==> src/sv/vector_length_clamp_macros.svh <==
// Assertion macros used by the vector length clamp back end (vlc_back)
`ifndef VECTOR_LENGTH_CLAMP_MACROS_SVH
`define VECTOR_LENGTH_CLAMP_MACROS_SVH

// Property that holds at every clock edge outside reset
`define VLC_ASSERT(label, prop, msg) \
  label: assert property (@(posedge clk) disable iff (!rst_n) (prop)) else $error(msg);

// Implication checked at the next edge
`define VLC_ASSERT_NEXT(label, ante, cons, msg) \
  label: assert property (@(posedge clk) disable iff (!rst_n) (ante) |=> (cons)) \
    else $error(msg);

`endif

==> src/sv/vlc_pkg.sv <==
package vlc_pkg;

  localparam int CW = 16;
  localparam int FB = 8;
  localparam int OW = CW + 1;
  localparam int SQW = 2 * CW;
  localparam int PW = 2 * CW;
  localparam int QDEPTH = 4;
  localparam int QAW = 2;

  typedef enum logic [1:0] {
    CMD_LENGTH = 2'd0,
    CMD_NORM   = 2'd1,
    CMD_CLAMP  = 2'd2,
    CMD_SCALE  = 2'd3
  } cmd_t;

  // Classified item passed from front to back
  typedef struct packed {
    cmd_t             cmd;
    logic             nx;
    logic             ny;
    logic [CW-1:0]    ax;
    logic [CW-1:0]    ay;
    logic [CW-1:0]    amt;
    logic [SQW:0]     sq;
  } front_item_t;

  // Saturating signed pack of a magnitude to the output width
  function automatic logic [OW-1:0] pack_out(input logic neg, input logic [PW-1:0] mag);
    logic [OW-1:0] m;
    m = (mag > PW'((64'd1 << CW) - 1)) ? OW'((64'd1 << CW) - 1) : mag[OW-1:0];
    return neg ? (OW'(0) - m) : m;
  endfunction

endpackage

==> src/sv/vlc_queue.sv <==
module vlc_queue (
  input  logic                 clk,
  input  logic                 rst_n,
  input  logic                 wr_valid,
  output logic                 wr_ready,
  input  vlc_pkg::front_item_t wr_item,
  output logic                 rd_valid,
  input  logic                 rd_ready,
  output vlc_pkg::front_item_t rd_item
);

  vlc_pkg::front_item_t mem_r [vlc_pkg::QDEPTH];
  logic [vlc_pkg::QAW-1:0] wp_r, rp_r;
  logic [vlc_pkg::QAW:0]   cnt_r;
  logic wr, rd;

  assign wr_ready = cnt_r != (vlc_pkg::QAW+1)'(vlc_pkg::QDEPTH);
  assign rd_valid = cnt_r != '0;
  assign rd_item  = mem_r[rp_r];
  assign wr = wr_valid && wr_ready;
  assign rd = rd_valid && rd_ready;

  // Pointers and fill count
  always_ff @(posedge clk) begin
    if (!rst_n) begin
      wp_r <= '0; rp_r <= '0; cnt_r <= '0;
    end else begin
      if (wr) wp_r <= wp_r + 1'b1;
      if (rd) rp_r <= rp_r + 1'b1;
      cnt_r <= cnt_r + (vlc_pkg::QAW+1)'(wr) - (vlc_pkg::QAW+1)'(rd);
    end
  end

  always_ff @(posedge clk) begin
    if (wr) mem_r[wp_r] <= wr_item;
  end

endmodule

==> config.mk <==
export PLATFORM = sky130hd
export DESIGN_NAME = vlc_queue
export DESIGN_NICKNAME = d
export VERILOG_FILES = /design/src/sv/vector_length_clamp_macros.svh /design/src/sv/vlc_pkg.sv /design/src/sv/vlc_queue.sv
export SDC_FILE = /design/constraint.sdc
export NUM_CORES = 1
export LEC_CHECK = 0
export BUFFER_PORTS_ARGS = -buffer_cell sky130_fd_sc_hd__buf_2
export CORE_MARGIN = 2
export CORE_UTILIZATION = 40
export CTS_BUF_LIST = sky130_fd_sc_hd__clkbuf_8
export DETAILED_ROUTE_END_ITERATION = 8
export GPL_ROUTABILITY_DRIVEN = 0
export PLACE_DENSITY_LB_ADDON = 0.25
export SYNTH_ARGS = -nofsm -noshare
export SYNTH_HDL_FRONTEND = slang
export SYNTH_SLANG_ARGS = --single-unit
==> constraint.sdc <==
create_clock -name clk -period 4.5 [get_ports clk]
set_input_delay 0.9 -clock clk [delete_from_list [all_inputs] [get_ports clk]]
set_output_delay 0.9 -clock clk [all_outputs]
set_load 0.1 [all_outputs]
==> metrics.cfg, run 1 <==
[sta]
rsz0062_at_grt=false
min_period_ns=3.57
relSlewSlack_pct=30.8
fin_ws_ns=0.930
tightest_slew_ns=1.04
setup_tns_ns=0
skew_ns=0.0199
setup_viol=0
hold_viol_final=0
report.final.slew_viol_count=0
timing.final.crit_share_pct=79.3
fmax_ghz=0.280

[routing]
routed_via_density=5.07
vias=5901
routed.top_layer=met5
wl_met2_um=12300
drt-initial-drc-count=484
first_pass_iters=4
postRouteAntennaNets=0
wl_per_cell_um=20.9
drt-total-wl_um=24300
wl_met1_um=9840
drt_drc_violations_left=0
wl_met3_um=1690

[power]
pwr-share-seq_pct=38.3
powerDensity_nw_per_um2=706
ir_drop_uv=512
power_frac_comb_pct=38.5
power.leakage_nw=5.15
swShare_pct=42.9
p_int_mw=6.11
pwr-share-clk_pct=23.2
switchingPower_mw=4.59

[layout]
multiInputGateArea_um2=2190
drive_gt1_share_pct=45.0
fin_util_pct=48.1
fin_cells=1164
seq_area_um2=10400
nNetsFinal=811
synthToLayoutAreaGrowth_pct=18.6
postLayoutCellArea_um2=15200
fillers=2645

[global_routing]
gr-total-overflow=0
grt_pass1_wl_um=37400
track_usage_pct=14.8
grt_max_degree=67
grt_pass1_vias=6623
grt_antenna_before_repair=2

[logic_synthesis]
yosys-top-cells-area=edfxtp_1, mux4_2, dfxtp_1
synth_area_um2=12800
synth_seq_cells=349
synth_compound_area_share_pct=0.196
netlist.area_leader.share_pct=79.8
synth_cell_type_count=22
yosysSeqAreaShare_pct=81.2
synth.avg_cell_area_um2=26.0
async_flop_share_pct=0
synth_nets=588
yosysWarningCount=0
synth_edf_count=340
yosys.area_share.simple_pct=0.714
synth_cells=492
synth_top_family_by_area=multiplexers
synth.largest_area_cell=edfxtp_1
synthAdderAreaFrac_pct=0.744
ys.flop_type=edfxtp_1
synth_xor_area_share_pct=0.274
synthMuxAreaShare_pct=15.1

[setup_path]
crit_path_max_fanout=66
cp_data_required_time_ns=3.60
worstSetupEndpointType=output pin
arrival_ns=2.67
crit_type=reg -> out
crit_path_start_kind=flop

[placed_design]
port_buffers=175
postPlaceCellArea_um2=14100
dp_hpwl_um=14100
dp_cells=1058
pre_cts_ws_ns=1.37

[clock_tree]
postCtsSetupRepairBufs=0
cts_buffer_depth=3
clock_sinks=349
clkTransAtPathRegs_ns=0.06
cts_htree_levels=2
insertion_delay_ns=0.59
root_buffer=clkbuf_8
cts_resized=0
cts_tree=yes
cts_buffers=57
post_cts_hold_buffer_count=0

[floorplan]
die-area_um2=33400
initial_core_util_pct=40.5
dieHeight_um=183
core_um2=31600
io-pin-count=176
rows=65
fp.dieW_um=183

[job]
cap_violations=0

[hold_path]
hp-class=reg -> reg

[status]
status=complete, no violations

-- state kept, by name, summed over array words and instances (netlist names), named ones only --
register,cells
cnt_r,3
mem_r,340
rp_r,2
wp_r,2
-- worst max-delay path: stages, from the launching register on --
cell and delay, ns:
dfxtp_4 1.03, buf_4 0.38, mux4_2 0.23, buf_2 0.42
-- through the flow --
step / power [mW] / hold slack, ns
2_1_floorplan: 7.75 / 0.468
3_3_place_gp: 8.29 / 0.477
3_5_place_dp: 8.35 / 0.509
4_1_cts: 10.9 / 0.479
5_1_grt: 11.1 / 0.488
6_report: 10.7 / 0.512
-- cell usage in the layout (no fill, tap or decap) --
cell	count
a21boi_1	1
and2_1	3
and2_4	4
buf_12	5
buf_2	175
buf_4	4
bufinv_16	1
clkbuf_8	61
clkinv_1	12
clkinv_2	3
dfxtp_1	7
dfxtp_4	2
diode_2	2
edfxtp_1	340
fa_1	1
ha_1	6
inv_1	30
inv_6	1
inv_8	1
mux2i_1	2
mux4_2	85
nand2_1	5
nor2_1	1
nor2b_1	3
o311ai_0	1
o31a_1	1
or3_1	1
xnor2_1	4
-- synthesized netlist by cell type, types with 2 or more instances --
cell type and count:
buf_1 3, dfxtp_1 9, and2_1 7, xnor2_1 4, buf_2 6, nand2_1 5
mux2i_1 2, buf_4 3, nor2b_1 3, edfxtp_1 340, ha_1 6, buf_12 6
inv_1 5, mux4_2 85
-- per-layer routing --
layer	GRT usage (%)	up-vias
li1	-	2572
met1	18.2	3075
met2	25.5	204
met3	4.05	48
met4	4.64	2
met5	0	-
-- path summary, 6_finish.rpt --
path              cells after the start                  from  slack [ns]                    to
hold / removal                        2  wp_r[1]$_SDFFE_PN0P_        0.51  wp_r[1]$_SDFFE_PN0P_
setup / recovery                      3                  flop        0.93           rd_item[76]
setup reg to reg                     11   cnt_r[1]$_SDFF_PN0_        1.79   cnt_r[2]$_SDFF_PN0_
hold reg to reg                       2  wp_r[1]$_SDFFE_PN0P_        0.51  wp_r[1]$_SDFFE_PN0P_
-- logic make-up after synthesis --
group	Yosys count
DFF	349
muxes	87
buffers and inverters	25
and+or+nand+nor	17
adders and majority gates	7
xor gates and xnor gates	4
AOI/OAI and AO/OA	3
-- layout make-up --
class	instances	area share, %
timing repair buffer	184	6.63
inverter	5	0.124
antenna	2	0.0330
sequential	349	68.6
clock buffer	61	5.54
tap	402	3.32
multi-input combinational	118	14.4
clock inverter	43	1.34
-- power by group through the flow --
stage	clock, mW	sequential (mW)	combinational (mW)
finish	2.48	4.10	4.12
floorplan	0	4.09	3.67
CTS	2.56	4.12	4.17
detailed placement	0	4.18	4.17
global route	2.72	4.14	4.27
global placement	0	4.16	4.14
Note: power is estimated with default switching activity, not from simulation.
==> run 2: changes to the inputs <==
Clock period 4.5 ns to 3.2 ns, I/O delays scaled along.
==> run 2 against run 1 <==
Non-clock buffer count grew 6. Worst setup slack lost 0.68 ns. Critical path type unchanged. Largest power group unchanged. Combinational power grew 42%. Cell area grew 0.27%. Die area is the same. Core utilization grew 0.13 points. Routed wire length shrank 2.7%. Power grew 40%.
==> metrics.cfg, run 2 (synthesized netlist as in run 1, its figures left out) <==
[setup_path]
rr_endpoint=cnt_r[2]$_SDFF_PN0_
cp_data_required_time_ns=2.56
crit_type=reg -> out
crit_path_start_kind=flop
cp.buffers_inverters=2
path_delay_family=buffers and inverters
arrival_ns=2.31
rr_worst_depth=12
path_cells=buf_4, mux4_2, buf_2
crit_path_max_fanout=27
worstSetupEndpointType=output pin
cp_slowest_cell=mux4_2
r2r_start=cnt_r[1]$_SDFF_PN0_
slowest_delay_ns=0.60
rrSetupSlack_ns=0.82
crit_cells=3

[power]
powerDensity_nw_per_um2=989
power.leakage_nw=5.13
total_power_mw=15.0
ir_drop_uv=616

[layout]
nNetsFinal=816
fin_util_pct=48.2
diodes=0
largest_register_ffs=340
mostFrequentLayoutCells=edfxtp_1, buf_2, mux4_2
largestRegisters=mem_r: 340 flops, cnt_r: 3 flops
fin_cells=1165
final_common_cell=edfxtp_1
drive_gt1_share_pct=46.9
top_register=mem_r
synthToLayoutAreaGrowth_pct=18.9
fillers=2585

[global_routing]
grt_pass1_vias=6529
track_usage_pct=14.4
grt_pass1_wl_um=36600
grt_max_degree=59
gr-total-overflow=0
grt_antenna_before_repair=2

[routing]
drt-initial-drc-count=296
drt-total-wl_um=23600
vias=5836
wl_per_cell_um=20.3
routed_via_density=5.01
first_pass_iters=4
drt_drc_violations_left=0
postRouteAntennaNets=0

[clock_tree]
clkTransAtPathRegs_ns=0.06
cts_tree=yes
cts_htree_levels=2
cts_resized=0
cts_buffer_depth=3
clock_sinks=349
root_buffer=clkbuf_8
post_cts_hold_buffer_count=0
cts_buffers=56
insertion_delay_ns=0.57
postCtsSetupRepairBufs=0

[sta]
hold_viol_final=0
setup_tns_ns=0
fmax_ghz=0.339
tightest_slew_ns=0.553
skew_ns=0.0231
report.final.slew_viol_count=0
timing.final.crit_share_pct=92.2
min_period_ns=2.95
setup_viol=0
relSlewSlack_pct=63.1
rsz0062_at_grt=false

[hold_path]
hold_end=mem_r[2][14]$_DFFE_PP_
hold_path_startpoint=wr_item[14]
worstHoldPathCells=1
hp-class=in -> reg

[placed_design]
dp_cells=1064
port_buffers=175
dp_hpwl_um=14000

[job]
cap_violations=0

[floorplan]
die-area_um2=33400
fp.dieW_um=183
rows=65
core_um2=31600
io-pin-count=176
dieHeight_um=183
initial_core_util_pct=40.5

[status]
status=complete, no violations

## run 2: worst reg2reg max path: stages (launching register included)
cell	delay, ns
dfxtp_1	0.45
nor2_1	0.11
a21boi_1	0.15
buf_4	0.17
inv_1	0.05
ha_1	0.28
inv_1	0.06
ha_1	0.13
inv_1	0.05
fa_1	0.40
xnor2_1	0.15
xnor2_1	0.13
and2_1	0.15
## run 2: final cells by class
cell class | count | area [µm²] | area share (%)
clock buffer | 57 | 785 | 5.16
clock inverter | 44 | 248 | 1.63
inverter | 5 | 18.8 | 0.123
multi-input combinational | 118 | 2190 | 14.4
sequential | 349 | 10400 | 68.4
tap | 402 | 503 | 3.31
timing repair buffer | 190 | 1060 | 6.99
## run 2: power by group
part | leakage, nW | switching, mW | internal (mW)
Sequential | 3.19 | 0.150 | 5.54
Clock | 0.569 | 1.65 | 1.82
Combinational | 1.37 | 4.64 | 1.23
## run 2: metrics by stage
step,hold slack (ns),setup slack (ns),instance area (µm²)
finish,0.285,0.251,15200
detailed placement,0.499,0.650,14200
CTS,0.231,0.121,15200
global route,0.234,0.0586,15200
floorplan,0.468,0.614,12800
global placement,0.481,0.671,14200
## run 2: how the worst max path moves through the flow
| stage | startpoint | slack [ns] | endpoint |
|---|---|---|---|
| after floorplan | wr_valid | 0.61 | mem_r[0][0]$_DFFE_PP_ |
| after global placement | wr_valid | 0.67 | cnt_r[2]$_SDFF_PN0_ |
| after detailed placement | wr_valid | 0.65 | cnt_r[2]$_SDFF_PN0_ |
| after CTS | flop | 0.12 | rd_item[53] |
| after global routing | flop | 0.06 | rd_item[73] |
| final | flop | 0.25 | rd_item[73] |
## run 2: routing by layer
layer	GRT usage, %	vias up	share of wire, %
met1	18.9	3021	43
li1	-	2569	-
met3	4.13	47	6.8
met2	23.5	195	48
met5	0	-	0.089
met4	4.26	4	2.0
